### src/rtl/esc_pkg.sv
// Shared types, constants and the field-code decoder of the exec field code stripper.
package esc_pkg;

	localparam int unsigned BUFFER_BYTES_DEFAULT = 1024;
	localparam int unsigned QUEUE_DEPTH_DEFAULT  = 2;

	localparam logic [7:0] CHAR_PERCENT = 8'h25;
	localparam logic [7:0] CHAR_SPACE   = 8'h20;

	// One input transaction: a byte of the command line and its framing.
	typedef struct packed {
		logic [7:0] in_char;
		logic       has_char;
		logic       is_last;
	} cmd_item_t;

	// One output transaction: a byte of the cleaned line and its framing.
	typedef struct packed {
		logic [7:0] out_char;
		logic       char_valid;
		logic       end_of_text;
	} res_item_t;

	// Work left by one input item: up to three bytes, then maybe the end mark.
	typedef struct packed {
		logic [2:0][7:0] chars;
		logic [1:0]      n_chars;
		logic            end_of_text;
	} plan_t;

	typedef struct packed {
		logic full;
		logic empty;
	} queue_stat_t;

	function automatic logic is_known_code(input logic [7:0] c);
		logic known;
		known = 1'b0;
		case (c) inside
			"f", "F", "u", "U", "d", "D", "n", "N",
			"v", "m", "i", "c", "k": known = 1'b1;
			default: known = 1'b0;
		endcase
		return known;
	endfunction

endpackage

### src/rtl/exec_field_code_stripper.sv
// Top level of the exec field code stripper: front end, plan queue and back end.
// Cleans a command line that arrives one byte per transaction. A '%' is held for
// its code byte: "%%" gives '%', the field codes f F u U d D n N v m i c k vanish,
// any other code passes as two bytes, and a '%' at the very end passes as is.
// Bytes past BUFFER_BYTES - 1 survivors are discarded, and runs of spaces collapse
// to one space written just before the next other byte and dropped at the end.
// A transaction with is_last closes the line: its last output transaction carries
// end_of_text, or a lone end-only transaction does when it gave no byte. Input
// transactions are taken back to back while the plan queue has room; the output
// side issues one byte per cycle while a plan is queued and res_ready is high (up
// to three per input byte, one for an end-only result); the output register plus
// the queue let the sides stall apart. There are no configuration registers.
module exec_field_code_stripper import esc_pkg::*; #(
	parameter int unsigned BUFFER_BYTES = BUFFER_BYTES_DEFAULT,
	parameter int unsigned QUEUE_DEPTH  = QUEUE_DEPTH_DEFAULT
) (
	input  logic      clk,
	input  logic      arst_n,
	input  logic      cmd_valid,
	output logic      cmd_ready,
	input  cmd_item_t cmd,
	output logic      res_valid,
	input  logic      res_ready,
	output res_item_t res
);

	logic        push;
	logic        pop;
	plan_t       wr_plan;
	plan_t       head;
	queue_stat_t qstat;

	// Decode percent codes, apply the capacity limit and collapse spaces.
	esc_front #(
		.BUFFER_BYTES(BUFFER_BYTES)
	) u_front (
		.clk      (clk),
		.arst_n   (arst_n),
		.cmd_valid(cmd_valid),
		.cmd_ready(cmd_ready),
		.cmd      (cmd),
		.qstat    (qstat),
		.push     (push),
		.plan     (wr_plan)
	);

	// Hold finished plans until the back end drains them.
	esc_queue #(
		.DEPTH(QUEUE_DEPTH)
	) u_queue (
		.clk    (clk),
		.arst_n (arst_n),
		.push   (push),
		.wr_plan(wr_plan),
		.pop    (pop),
		.rd_plan(head),
		.qstat  (qstat)
	);

	// Issue the bytes of each plan, one output transaction per cycle while res_ready is high.
	esc_back u_back (
		.clk       (clk),
		.arst_n    (arst_n),
		.head      (head),
		.head_valid(!qstat.empty),
		.pop       (pop),
		.res_valid (res_valid),
		.res_ready (res_ready),
		.res       (res)
	);

	// An end-only transaction is always a zero byte that closes the line.
	a_end_only: assert property (@(posedge clk) disable iff (!arst_n)
		res_valid && !res.char_valid |-> res.end_of_text && res.out_char == 8'h00)
		else $error("end-only transaction malformed");

	// A held space is dropped at the end, so a line never ends in a space.
	a_no_trailing_space: assert property (@(posedge clk) disable iff (!arst_n)
		res_valid && res.end_of_text && res.char_valid |-> res.out_char != CHAR_SPACE)
		else $error("line ends in a space");

	// The queue cannot be full and empty at once.
	a_queue_level: assert property (@(posedge clk) disable iff (!arst_n)
		!(qstat.full && qstat.empty))
		else $error("queue level inconsistent");

	// A pop only happens while a plan is queued.
	a_pop_nonempty: assert property (@(posedge clk) disable iff (!arst_n)
		pop |-> !qstat.empty)
		else $error("pop from empty queue");

endmodule

### src/rtl/esc_front.sv
// Front end: percent decoding, capacity limit and space collapsing of each input byte.
module esc_front import esc_pkg::*; #(
	parameter int unsigned BUFFER_BYTES = BUFFER_BYTES_DEFAULT
) (
	input  logic        clk,
	input  logic        arst_n,
	input  logic        cmd_valid,
	output logic        cmd_ready,
	input  cmd_item_t   cmd,
	input  queue_stat_t qstat,
	output logic        push,
	output plan_t       plan
);

	localparam int unsigned CNT_W = $clog2(BUFFER_BYTES);
	localparam logic [CNT_W:0] LIMIT = (CNT_W + 1)'(BUFFER_BYTES - 1);

	logic             percent_q;
	logic             space_q;
	logic [CNT_W-1:0] count_q;

	logic             pct_next;
	logic             sp_next;
	logic [CNT_W-1:0] count_next;
	logic [1:0][7:0]  cand;
	logic [1:0]       n_cand;
	logic [1:0]       take;
	logic             room0;
	logic             room1;
	logic             accept;

	assign room0 = {1'b0, count_q} < LIMIT;
	assign room1 = ({1'b0, count_q} + (CNT_W + 1)'(1)) < LIMIT;

	always_comb begin
		n_cand   = 2'd0;
		cand[0]  = cmd.in_char;
		cand[1]  = cmd.in_char;
		pct_next = percent_q;
		if (cmd.has_char) begin
			if (percent_q) begin
				pct_next = 1'b0;
				if (cmd.in_char == CHAR_PERCENT) begin
					n_cand  = 2'd1;
					cand[0] = CHAR_PERCENT;
				end else if (!is_known_code(cmd.in_char)) begin
					n_cand  = 2'd2;
					cand[0] = CHAR_PERCENT;
				end
			end else if (cmd.in_char == CHAR_PERCENT) begin
				pct_next = room0;
			end else begin
				n_cand = 2'd1;
			end
		end
		// flush a percent still held at the end of the line
		if (cmd.is_last && pct_next) begin
			n_cand   = 2'd1;
			cand[0]  = CHAR_PERCENT;
			pct_next = 1'b0;
		end
		take[0] = (n_cand != 2'd0) && room0;
		take[1] = (n_cand == 2'd2) && room1;
	end

	always_comb begin
		plan.chars       = '0;
		plan.n_chars     = 2'd0;
		plan.end_of_text = cmd.is_last;
		sp_next          = space_q;
		for (int i = 0; i < 2; i++) begin
			if (take[i]) begin
				if (cand[i] == CHAR_SPACE) begin
					sp_next = 1'b1;
				end else begin
					if (sp_next) begin
						plan.chars[plan.n_chars] = CHAR_SPACE;
						plan.n_chars             = plan.n_chars + 2'd1;
					end
					plan.chars[plan.n_chars] = cand[i];
					plan.n_chars             = plan.n_chars + 2'd1;
					sp_next                  = 1'b0;
				end
			end
		end
		count_next = count_q + CNT_W'(take[0]) + CNT_W'(take[1]);
	end

	assign cmd_ready = !qstat.full;
	assign accept    = cmd_valid && cmd_ready;
	assign push      = accept && ((plan.n_chars != 2'd0) || cmd.is_last);

	always_ff @(posedge clk or negedge arst_n) begin
		if (!arst_n) begin
			percent_q <= 1'b0;
			space_q   <= 1'b0;
			count_q   <= '0;
		end else if (accept) begin
			if (cmd.is_last) begin
				percent_q <= 1'b0;
				space_q   <= 1'b0;
				count_q   <= '0;
			end else begin
				percent_q <= pct_next;
				space_q   <= sp_next;
				count_q   <= count_next;
			end
		end
	end

endmodule

### src/rtl/esc_queue.sv
// Small show-ahead queue of plans between the front and back ends.
module esc_queue import esc_pkg::*; #(
	parameter int unsigned DEPTH = QUEUE_DEPTH_DEFAULT
) (
	input  logic        clk,
	input  logic        arst_n,
	input  logic        push,
	input  plan_t       wr_plan,
	input  logic        pop,
	output plan_t       rd_plan,
	output queue_stat_t qstat
);

	localparam int unsigned PTR_W = (DEPTH > 1) ? $clog2(DEPTH) : 1;
	localparam int unsigned LVL_W = $clog2(DEPTH + 1);

	plan_t            slots_q [DEPTH];
	logic [PTR_W-1:0] wr_ptr_q;
	logic [PTR_W-1:0] rd_ptr_q;
	logic [LVL_W-1:0] level_q;

	function automatic logic [PTR_W-1:0] wrap_inc(input logic [PTR_W-1:0] p);
		return (p == PTR_W'(DEPTH - 1)) ? '0 : p + PTR_W'(1);
	endfunction

	assign qstat.full  = level_q == LVL_W'(DEPTH);
	assign qstat.empty = level_q == '0;
	assign rd_plan     = slots_q[rd_ptr_q];

	always_ff @(posedge clk) begin
		if (push) begin
			slots_q[wr_ptr_q] <= wr_plan;
		end
	end

	always_ff @(posedge clk or negedge arst_n) begin
		if (!arst_n) begin
			wr_ptr_q <= '0;
			rd_ptr_q <= '0;
			level_q  <= '0;
		end else begin
			if (push) begin
				wr_ptr_q <= wrap_inc(wr_ptr_q);
			end
			if (pop) begin
				rd_ptr_q <= wrap_inc(rd_ptr_q);
			end
			case ({push, pop})
				2'b10:   level_q <= level_q + LVL_W'(1);
				2'b01:   level_q <= level_q - LVL_W'(1);
				default: level_q <= level_q;
			endcase
		end
	end

endmodule

### src/rtl/esc_back.sv
// Back end: walks each queued plan and issues its bytes through the output register.
module esc_back import esc_pkg::*; (
	input  logic      clk,
	input  logic      arst_n,
	input  plan_t     head,
	input  logic      head_valid,
	output logic      pop,
	output logic      res_valid,
	input  logic      res_ready,
	output res_item_t res
);

	logic [1:0] idx_q;
	logic       load;
	logic       last_of_plan;
	res_item_t  next_res;

	assign load         = !res_valid || res_ready;
	assign last_of_plan = (head.n_chars == 2'd0) || (idx_q == head.n_chars - 2'd1);
	assign pop          = load && head_valid && last_of_plan;

	always_comb begin
		if (head.n_chars == 2'd0) begin
			next_res = '{out_char: 8'h00, char_valid: 1'b0, end_of_text: 1'b1};
		end else begin
			next_res.out_char    = head.chars[idx_q];
			next_res.char_valid  = 1'b1;
			next_res.end_of_text = head.end_of_text && last_of_plan;
		end
	end

	always_ff @(posedge clk or negedge arst_n) begin
		if (!arst_n) begin
			res_valid <= 1'b0;
			idx_q     <= 2'd0;
		end else if (load) begin
			res_valid <= head_valid;
			if (head_valid) begin
				idx_q <= last_of_plan ? 2'd0 : idx_q + 2'd1;
			end
		end
	end

	always_ff @(posedge clk) begin
		if (load && head_valid) begin
			res <= next_res;
		end
	end

endmodule
### config.mk
export PLATFORM = sky130hd
export DESIGN_NAME = exec_field_code_stripper
export DESIGN_NICKNAME = d
export VERILOG_FILES = /design/src/rtl/esc_pkg.sv /design/src/rtl/exec_field_code_stripper.sv /design/src/rtl/esc_front.sv /design/src/rtl/esc_queue.sv /design/src/rtl/esc_back.sv
export SDC_FILE = /design/constraint.sdc
export NUM_CORES = 1
export LEC_CHECK = 0
export BUFFER_PORTS_ARGS = -buffer_cell sky130_fd_sc_hd__buf_2
export CELL_PAD_IN_SITES_DETAIL_PLACEMENT = 1
export CELL_PAD_IN_SITES_GLOBAL_PLACEMENT = 2
export CORE_ASPECT_RATIO = 1.4
export CORE_UTILIZATION = 45
export DETAILED_ROUTE_END_ITERATION = 10
export PLACE_DENSITY = 0.8
export REMOVE_ABC_BUFFERS = 1
export SETUP_SLACK_MARGIN = 0.05
export SKIP_LAST_GASP = 1
export SLEW_MARGIN = 5
export SYNTH_ARGS = -nofsm -noshare
export SYNTH_HDL_FRONTEND = slang
export SYNTH_SLANG_ARGS = --single-unit
### constraint.sdc
create_clock -name clk -period 10.05 [get_ports clk]
set_clock_uncertainty 0.2 [all_clocks]
set_input_delay 2.5125 -clock clk [delete_from_list [all_inputs] [get_ports clk]]
set_output_delay 2.5125 -clock clk [all_outputs]
set_load 0.05 [all_outputs]
# Word level (Yosys, flattened, before mapping)
# Memories as Yosys holds them, arrays and structs flattened.
# Cells that the tools add are included.
[totals] regBits=29 output_inout_bits=12 ramBits=54 memories=1
[mem_list] name="u_queue.slots_q" words=2 word_bits=27 rd=1 rd_clocked_by_memory_dff=0 write_ports=1 line_no="esc_queue.sv:17" rtl="plan_t slots_q [DEPTH];"
[classes] n_addsub=12 n_lt_le_gt_ge=9 n_mux=53 n_eq_ne=21 n_reduce_logical=24 bitwise=4
[ops] op="2-to-1 mux 26 bit" count=7
[ops] op="== test 8 x 7 -> 1 bit (second input constant)" count=13
[ops] op="2-to-1 mux 8 bit" count=10
[ops] op="bitwise mux 24 bit" count=2
[ops] op="demux 8 bit (select 2 bit)" count=3
[ops] op="2-to-1 mux 10 bit" count=3
[ops] op="== test 8 x 6 -> 1 bit (second input constant)" count=3
[ops] op="bitwise AND 21 bit" count=1
[ops] op="NOT 21 bit" count=1
[ops] op="adder 10 x 1 -> 10 bit" count=2
[ops] op="2-to-1 mux 1 bit" count=19
[ops] op="binary-select mux 8 bit (select 2 bit)" count=1
[ops] op="2-to-1 mux 2 bit" count=7
[ops] op="OR reduction 13 bit" count=1
[ops] op="< comparator 2 x 3 -> 1 bit (second input constant)" count=4
[ops] op="adder 10 x 1 -> 11 bit (second input constant)" count=1
[ops] op="logical AND 1 bit" count=11
[ops] op="< comparator 11 x 10 -> 1 bit (second input constant)" count=1
[ops] op="adder 2 x 1 -> 2 bit (second input constant)" count=5
[ops] op="< comparator 10 bit (second input constant)" count=1
[ops] op="== test 2 bit (second input constant)" count=3
[ops] op=">= comparator 2 x 1 -> 1 bit (second input constant)" count=3
[ops] op="nonzero test 2 bit" count=3
[ops] op="zero test 2 bit" count=2
[ops] op="10 further kinds" count=16

# Logic depth before layout (Yosys ltp)
# Gate-level depths: netlist of the first run.
[depth] ltp_word=42 mapped_depth=18

# By module
# Synthesis of the first run repeated with hierarchy kept, for this count alone.
[hier_totals] hier_cells=352 area_unflattened_um2=4405.5
[by_module_without_submodules] mod="esc_queue" instances=1 seq_area_each_um2=1721.7 cells_each=100 area_per_inst_um2=2232.1
[by_module_without_submodules] mod="esc_front" instances=1 seq_area_each_um2=300.3 cells_each=181 area_per_inst_um2=1445.1
[by_module_without_submodules] mod="esc_back" instances=1 seq_area_each_um2=375.4 cells_each=70 area_per_inst_um2=724.4
[by_module_without_submodules] mod="exec_field_code_stripper" instances=1 seq_area_each_um2=0.0 cells_each=1 area_per_inst_um2=3.8

# Least setup slack after synthesis of the first run
# Ideal clock, no wire load.
[synth_path] path_type="in2reg" from="input port cmd[2] (netlist bit)" to="memory u_queue.slots_q[0][0] (netlist bit), enable pin" cell_stages=14 slack_ns=2.752 t_arrival_ns=6.654 path_buffers=2 path_cell_list="buf_2 and4bb_1 nor3_2 nand2_1 o21ba_2 buf_2 nand3_1 ha_1 a21oi_1 o22a_1 ha_1 nand3_1 a31oi_1 nor3_1"
[synth_via] elab_chain_len=26 word_cells_on_any_way=56
[synth_lines] item="from (decl)" line_no="exec_field_code_stripper.sv:21" rtl="input cmd_item_t cmd,"
[synth_lines] item="== test 8 x 7 -> 1 bit" line_no="esc_front.sv:46" rtl="end else if (!is_known_code(cmd.in_char)) begin"
[synth_lines] item="OR reduction 13 bit" line_no="esc_pkg.sv:39" rtl="case (c) inside"
[synth_lines] item="2-to-1 mux 1 bit" line_no="esc_pkg.sv:39"
[synth_lines] item="2-to-1 mux 1 bit" line_no="esc_front.sv:43" rtl="if (cmd.in_char == CHAR_PERCENT) begin"
[synth_lines] item="2-to-1 mux 1 bit" line_no="esc_front.sv:41" rtl="if (percent_q) begin"
[synth_lines] item="2-to-1 mux 1 bit" line_no="esc_front.sv:40" rtl="if (cmd.has_char) begin"
[synth_lines] item="2-to-1 mux 8 bit or 2-to-1 mux 2 bit (tied branches)" line_no="esc_front.sv:46"
[synth_lines] item="2-to-1 mux 8 bit or 2-to-1 mux 2 bit (tied branches)" line_no="esc_front.sv:43"
[synth_lines] item="[... 10 more ...]"
[synth_lines] item="adder 2 x 1 -> 2 bit" line_no="esc_front.sv:81" rtl="plan.n_chars = plan.n_chars + 2'd1;"
[synth_lines] item="2-to-1 mux 26 bit" line_no="esc_front.sv:73" rtl="if (cand[i] == CHAR_SPACE) begin"
[synth_lines] item="2-to-1 mux 26 bit (*)" line_no="esc_front.sv:72" rtl="if (take[i]) begin"
[synth_lines] item="nonzero test 2 bit (*)" line_no="esc_front.sv:91" rtl="assign push = accept && ((plan.n_chars != 2'd0) || cmd.is_last);"
[synth_lines] item="logical OR 1 bit (*)" line_no="esc_front.sv:91"
[synth_lines] item="logical AND 1 bit (*)" line_no="esc_front.sv:91"
[synth_lines] item="2-to-1 mux 1 bit (*)" line_no="esc_queue.sv:31" rtl="if (push) begin"
[synth_lines] item="2-to-1 mux 1 bit (not written as such) (*)" line_no="esc_queue.sv:32" rtl="slots_q[wr_ptr_q] <= wr_plan;"
[synth_lines] item="to (decl)" line_no="esc_queue.sv:17"
# Every way passes the cells marked *; elsewhere a longest branch is shown, timed or not. The select of a mux whose other input is x is not followed.

# Worst setup path in the final report of the first run
[layout_path] from="input port cmd[0] (netlist bit)" to="register u_queue.level_q[1]"
[layout_via] elab_chain_len=17 word_cells_on_any_way=26
[layout_lines] item="logical AND 1 bit" line_no="esc_front.sv:57" rtl="if (cmd.is_last && pct_next) begin"
[layout_lines] item="2-to-1 mux 8 bit or 2-to-1 mux 2 bit (tied branches)" line_no="esc_front.sv:57"
[layout_lines] item="== test 8 x 6 -> 1 bit or nonzero test 2 bit (tied branches)" line_no="esc_front.sv:73, esc_front.sv:62"
[layout_lines] item="2-to-1 mux 26 bit or logical AND 1 bit (tied branches)" line_no="esc_front.sv:73, esc_front.sv:62"
[layout_lines] item="2-to-1 mux 26 bit" line_no="esc_front.sv:72"
[layout_lines] item="adder 2 x 1 -> 2 bit" line_no="esc_front.sv:78" rtl="plan.n_chars = plan.n_chars + 2'd1;"
[layout_lines] item="2-to-1 mux 26 bit" line_no="esc_front.sv:76" rtl="if (sp_next) begin"
[layout_lines] item="2-to-1 mux 26 bit" line_no="esc_front.sv:73"
[layout_lines] item="2-to-1 mux 26 bit" line_no="esc_front.sv:72"
[layout_lines] item="adder 2 x 1 -> 2 bit" line_no="esc_front.sv:81"
[layout_lines] item="2-to-1 mux 26 bit" line_no="esc_front.sv:73"
[layout_lines] item="2-to-1 mux 26 bit" line_no="esc_front.sv:72"
[layout_lines] item="nonzero test 2 bit" line_no="esc_front.sv:91"
[layout_lines] item="logical OR 1 bit (*)" line_no="esc_front.sv:91"
[layout_lines] item="logical AND 1 bit (*)" line_no="esc_front.sv:91"
[layout_lines] item="== test 2 x 1 -> 1 bit or == test 2 bit (tied branches)" line_no="esc_queue.sv:48" rtl="case ({push, pop})"
[layout_lines] item="one-hot mux 2 bit (2 select lines) or nonzero test 2 bit (tied branches)"
[layout_lines] item="to (signal assigned)" line_no="esc_queue.sv:49" rtl="2'b10: level_q <= level_q + LVL_W'(1);"
[layout_lines] item="to (signal assigned)" line_no="esc_queue.sv:50" rtl="2'b01: level_q <= level_q - LVL_W'(1);"
[layout_lines] item="to (signal assigned)" line_no="esc_queue.sv:51" rtl="default: level_q <= level_q;"
[layout_lines] item="to (decl)" line_no="esc_queue.sv:20" rtl="logic [LVL_W-1:0] level_q;"
# Marks and branches as above.
# A chain may end at the register's enable or synchronous reset.

==> summary.txt, run 1 <==
startpoint types = input port
post-route minimum period = 5991 ps
RSZ-0062 raised after global routing = no
Combinational Power Share = 30.5%
Primary FF master, synth = edfxtp_1
Reg power frac = 43.1%
Post-Route Setup TNS = 0 ps
Area Growth Syn to Fin = 12.52%
Post-DRT Antenna Nets = 0
WHS Path Cells = 2
Least-Margin Pin Slew = 1081 ps
CTS buffer count = 9
proportion of layout cells with a drive suffix above 1 = 20.95%
Power Density = 266.1 nW/µm²
Initial Utilization = 47.07%
FMAX = 0.1669 GHz
post_cts resized = 0
Post-Syn Area = 4099 µm²
number of vias per cell = 5.806
Die Wd = 82.66 µm
number of cell rows = 40
CTS sink cnt = 83
first-pass GRT wire length = 14960 µm
Global Route Usage Sum = 21.82%
crit path DAT = 6060 ps
kind of critical path = in2reg
# H-tree levels = 3
DPL Wire Length = 6413 µm
post-DR wirelength/cell = 19.52 µm
gpl congestion = 0.7296
DIE HEIGHT = 114.9 µm
Root Driver = clkbuf_16
Final setup violation count = 0
DRT iter0 DRCs = 130
utilization after layout = 52.96%
Routed Wire Length = 9036 µm
sw frac = 34.92%
worst path required time = 10120 ps
vias in the first global route = 2935
cell-internal power = 798.6 µW
Worst-Skew Late Latency = 340 ps
CORE AREA = 8708 µm²
fin crit share = 59.61%
# Max-Cap Violations = 0
Top Ports = 26
ys async rst share = 22.89%
CTS tree = yes
grt total ovfl = 0
Port-buffer cells = 25
HP Class = reg2reg
R2R depth = 16
Post-CTS Hold Fix Bufs = 0
CP Max Fanout = 21
Yosys warning count = 0
switching pwr = 428.5 µW
library cells used by synthesis = 56
#FFs+latches synth = 83
Seq/Total Area, Yosys = 58.49%
Slew Viols, Final = 0
setup bufs post-CTS = 0
Slew Limit Headroom = 27.92%
largest net degree at the start of global routing = 28
Clk pwr share = 26.4%
Post-Syn Instances = 327
Mapped Avg Cell Area = 12.53 µm²
DRC = 0
n_diodes = 0
final hold vios = 0
worst-case clock buffer depth = 2
Worst-path clk slew = 60 ps
total iterations of the first detailed-routing run = 4
Static Leak = 1.750 nW
status = finished clean
Worst Setup End Kind = flop
DR vias = 2688
Final nets = 376
number of synthesized flops with an enable pin = 64
initial antenna violation count = 0
die area = 9500 µm²
Max VDD drop = 0.0001633 V
[kinds of logic (layout without fill, tap and decap cells)]
| kind of cell | Yosys count | in the layout | synth area share, % |
|---|---|---|---|
| buffers and inverters | 24 | 55 | 2.564 |
| flip-flops | 83 | 83 | 58.49 |
| AO/OA/AOI/OAI | 67 | 67 | 11.32 |
| XOR/XNOR | 12 | 12 | 2.564 |
| adder cells (fa/ha/maj) | 9 | 9 | 2.931 |
| AND/OR/NAND/NOR | 111 | 111 | 14.29 |
| multiplexers | 21 | 21 | 7.845 |
[worst paths after layout]
path / end / start / slack (ps)
worst max-delay path: u_queue.level_q[1] / cmd[0] / 4060
worst min-delay path: u_back.res_valid / u_back.res_valid / 300
worst max register to register: u_queue.level_q[1] / u_front.count_q[1] / 6090
worst min register to register: u_back.res_valid / u_back.res_valid / 300
max in group asynchronous: u_front.count_q[8] / arst_n / 7400
min in group asynchronous: u_back.idx_q[0] / arst_n / 1920
[worst max-delay path, stage by stage]
cell	delay, ps
buf_2	360
a21oi_1	150
a31oi_1	190
nand2b_1	70
o21ba_2	390
nand3_1	190
ha_1	360
a21oi_1	70
o22a_1	240
ha_1	300
nand3_1	120
a31oi_1	370
nand2b_1	180
ha_1	260
nor2_1	150
xor2_1	150
[power by group through the flow]
stage               registers, mW  clock network [mW]  logic [mW]
floorplan                   0.600                   0       0.210
finish                      0.529               0.323       0.375
global placement            0.534                   0       0.368
global route                0.545               0.344       0.409
CTS                         0.533               0.330       0.382
detailed placement          0.539                   0       0.380
[placed cells by master (no fill, tap or decap), drive strengths merged, types with 6 or more instances in the layout]
cell type and instances:
xor2 6, xnor2 6, ha 8, o21ai 15
edfxtp 64, inv 10, buf 28, nand2 29
nor2 23, clkbuf 12, nand3 12, mux2 9
dfrtp 19, a21oi 21, mux4 8, a22oi 9
and3 8, nand2b 7, nor3 9, and2 12
[stage by stage]
| step | cells | worst slack [ps] | total power, mW | hold WS, ps | area [µm²] |
|---|---|---|---|---|---|
| 2_1_floorplan | 314 | 2873 | 0.8097 | 279.6 | 4035 |
| 3_3_place_gp | 447 | 3930 | 0.9024 | 271.4 | 4324 |
| 3_5_place_dp | 447 | 3786 | 0.9184 | 297.2 | 4324 |
| 4_1_cts | 463 | 4028 | 1.244 | 311.4 | 4612 |
| 5_1_grt | 463 | 3716 | 1.299 | 353.5 | 4612 |
| 6_report | 463 | 4059 | 1.227 | 304.0 | 4612 |
[cell usage after synthesis, types with 2 or more instances]
cell	count	share of area, %
mux2i_1	4	0.98
clkbuf_1	6	0.55
o22ai_1	2	0.31
o41ai_2	2	0.79
a31oi_1	3	0.46
o21ai_0	13	1.6
mux2_2	9	2.5
nor2_1	23	2.1
inv_1	9	0.82
ha_1	8	2.4
nor2b_1	2	0.31
xnor2_1	6	1.3
nand2b_1	7	1.1
o22a_1	3	0.64
nand2_1	28	2.6
edfxtp_1	64	47
and3_1	7	1.1
and2_1	11	1.7
nor3_1	8	0.98
o21ai_1	2	0.24
a22oi_1	9	1.6
a21oi_1	20	2.4
a21boi_1	2	0.37
xor2_1	6	1.3
mux4_2	8	4.4
nand3_1	12	1.5
buf_2	6	0.73
dfrtp_1	19	12
[routing by layer]
metal / global-route usage (%) / vias to the layer above / part of all wire (%)
met5: 0 / - / 0
met4: 9.195 / 0 / 1.8
met3: 5.159 / 13 / 2.6
met2: 39.23 / 44 / 54
met1: 23.90 / 1357 / 41
li1: - / 1274 / -
[registers in the layout, indices dropped and copies added, names as in the netlist]
signal             cells
u_queue.slots_q       54
u_front.space_q        1
u_queue.wr_ptr_q       1
u_front.percent_q      1
u_back.res_valid       1
u_front.count_q       10
u_back.idx_q           2
u_queue.rd_ptr_q       1
u_queue.level_q        2
u_back.res            10
[final cells by class]
type | instances | area, µm²
Multi-Input combinational cell | 220 | 1607
Clock buffer | 12 | 236.5
Inverter | 11 | 41.29
Sequential cell | 83 | 2397
Tap cell | 105 | 131.4
Fill cell | 893 | 4096
Clock inverter | 4 | 51.30
Timing Repair Buffer | 28 | 147.6
(Power assumes the default switching activity.)
==> inputs of run 2 (changes only) <==
Settings changed: ABC_AREA set to 1, CORE_UTILIZATION 45 to 35, PLACE_DENSITY 0.8 to 0.71.
Clock period 10.05 ns to 4.9 ns, I/O delays scaled along.
==> summary.txt, run 2 <==
Seq/Total Area, Yosys = 57.18%
Post-CTS Hold Fix Bufs = 0
Yosys warning count = 0
Top Ports = 26
Area Growth Syn to Fin = 17.49%
kind of critical path = in2reg
final worst slack = 449.8 ps
CORE AREA = 11510 µm²
status = finished clean
fin crit share = 90.82%
Worst-Skew Late Latency = 330 ps
Primary FF master, synth = edfxtp_1
crit-path cells = buf_2 > inv_1 > nand2_1 > nor2_2 > nand2_2 > o21ai_4 > nand3_2 > nand2_1 > nand2_2 > nand2_8 > nand3_2 > ha_1 > a21oi_2 > ha_1 > or2_1 > nand2_1 > nor2_1 > nand2_2 > nand2_2 > ha_1 > a21oi_1 > o21ai_0 > xor2_1
total iterations of the first detailed-routing run = 4
Max VDD drop = 0.0001843 V
gpl congestion = 0.8040
Global Route Usage Sum = 18.00%
CTS buffer count = 9
DPL Wire Length = 7618 µm
library cells used by synthesis = 36
proportion of layout cells with a drive suffix above 1 = 18.51%
Top cell by count, worst path = nand2_2
number of vias per cell = 5.023
Slew Limit Headroom = 49.88%
DIE HEIGHT = 131.5 µm
utilization after layout = 42.79%
grt total ovfl = 0
Initial Utilization = 36.42%
Crit-path slowest cell = ha_1
Post-DRT Antenna Nets = 0
number of synthesized flops with an enable pin = 64
worst-case clock buffer depth = 2
largest net degree at the start of global routing = 28
FMAX = 0.2247 GHz
Routed Wire Length = 9935 µm
Largest register FFs = 54
most frequent cells in the layout = nand2_1, edfxtp_1, nor2_1
Worst-path clk slew = 60 ps
worst path required time = 4910 ps
# Max-Cap Violations = 0
CTS sink cnt = 83
RSZ-0062 raised after global routing = no
Final nets = 489
multi-input logic area = 1562 µm²
CTS tree = yes
Root Driver = clkbuf_16
DRC = 0
Power Density = 618.0 nW/µm²
n_diodes = 0
CP max stage delay = 330 ps
initial antenna violation count = 0
Static Leak = 1.986 nW
CP Max Fanout = 10
vias in the first global route = 3278
post-synth top area share = 45.84%
Final setup violation count = 0
area leader, netlist = edfxtp_1
crit path DAT = 4460 ps
#FFs+latches synth = 83
number of cell rows = 46
Post-Syn Instances = 429
post-DR wirelength/cell = 16.18 µm
Slew Viols, Final = 0
R2R setup slack = 1060 ps
Top Registers = u_queue.slots_q (54), u_back.res (10), u_front.count_q (10)
post-route minimum period = 4450 ps
largest cells by area after synthesis = edfxtp_1, dfrtp_1, nand2_1, o21ai_0, nor2_1
Storage cell area = 2397 µm²
DRT iter0 DRCs = 114
DR vias = 3084
Post-Syn Area = 4193 µm²
synth cell count leaders = edfxtp_1, nand2_1, nor2_1, inv_1, o21ai_0
Worst Setup End Kind = flop
ys async rst share = 22.89%
Top reg by flops = u_queue.slots_q
Least-Margin Pin Slew = 750.9 ps
Port-buffer cells = 25
die area = 12430 µm²
HP Class = reg2reg
number of fill cells = 1310
worst slack, placed = 57.01 ps
Post-Route Setup TNS = 0 ps
final hold vios = 0
Mapped Avg Cell Area = 9.773 µm²
Die Wd = 94.50 µm
total power draw = 3.044 mW
startpoint types = input port
first-pass GRT wire length = 16790 µm
# H-tree levels = 3
## run 2: changes by cell type in the layout (fill, tap and decap cells not counted), moves of 10 or more
cell | previous run | this run
nor2_1 | 23 | 45
inv_2 | 1 | 11
nand2_1 | 28 | 64
o22ai_1 | 2 | 15
o21ai_0 | 13 | 43
inv_1 | 9 | 44
nor3_1 | 6 | 17
and2_1 | 11 | 0
## run 2: cells by family after synthesis
family	Yosys count	share of synthesized area, %
XOR/XNOR	5	1.044
AO/OA/AOI/OAI	92	12.50
adder cells (fa/ha/maj)	10	3.163
buffers and inverters	64	5.730
multiplexers	2	0.4775
AND/OR/NAND/NOR	173	19.90
flip-flops	83	57.18
## run 2: critical path: cells and delay by family
kind	cells	cell delay, ps
buffers and inverters	2	270
AOI/OAI and AO/OA	4	540
xor gates and xnor gates	1	150
adders and majority gates	3	890
and+or+nand+nor	13	1390
## run 2: path summary, 6_finish.rpt
path / endpoint / cells after the start / startpoint
max: u_queue.level_q[1] / 23 / cmd[9]
min: u_front.count_q[9] / 1 / u_front.count_q[9]
max reg2reg: u_queue.level_q[1] / 23 / u_front.count_q[0]
min reg2reg: u_front.count_q[9] / 1 / u_front.count_q[9]
max in group asynchronous: u_front.count_q[0] / 1 / arst_n
min in group asynchronous: u_back.res_valid / 1 / arst_n
## run 2: power breakdown
| part | internal (mW) | switching (mW) | total [mW] |
|---|---|---|---|
| registers | 1.03 | 0.0809 | 1.11 |
| clock network | 0.552 | 0.274 | 0.826 |
| logic | 0.331 | 0.781 | 1.11 |
| total | 1.91 | 1.14 | 3.04 |
## run 2: cell type report
type	count	area share (%)
Sequential cell	83	48.67
Multi-Input combinational cell	282	31.70
Clock inverter	6	2.794
Inverter	56	4.267
Tap cell	144	3.658
Timing Repair Buffer	33	4.267
Clock buffer	10	4.648
## run 2: what timing repair did
| item | in CTS | in global routing |
|---|---|---|
| setup endpoints to repair | 0 | 1 |
| resized for setup | 0 | 2 |
| setup buffers | 0 | 0 |
## run 2: per-stage QoR
stage / area [µm²] / cells / hold slack, ps
3_3_place_gp: 4556 / 598 / 247.2
5_1_grt: 4926 / 614 / 283.2
6_report: 4926 / 614 / 260.2
2_1_floorplan: 4163 / 421 / 232.8
3_5_place_dp: 4556 / 598 / 255.7
4_1_cts: 4922 / 614 / 266.2
## run 2: metal layers
| metal | vias up | global-route usage [%] | wire length, µm |
|---|---|---|---|
| met5 | - | 0 | 0 |
| met4 | 0 | 8.081 | 287 |
| met3 | 19 | 3.762 | 194 |
| met2 | 32 | 32.37 | 5323 |
| met1 | 1485 | 19.79 | 4129 |
| li1 | 1548 | - | - |
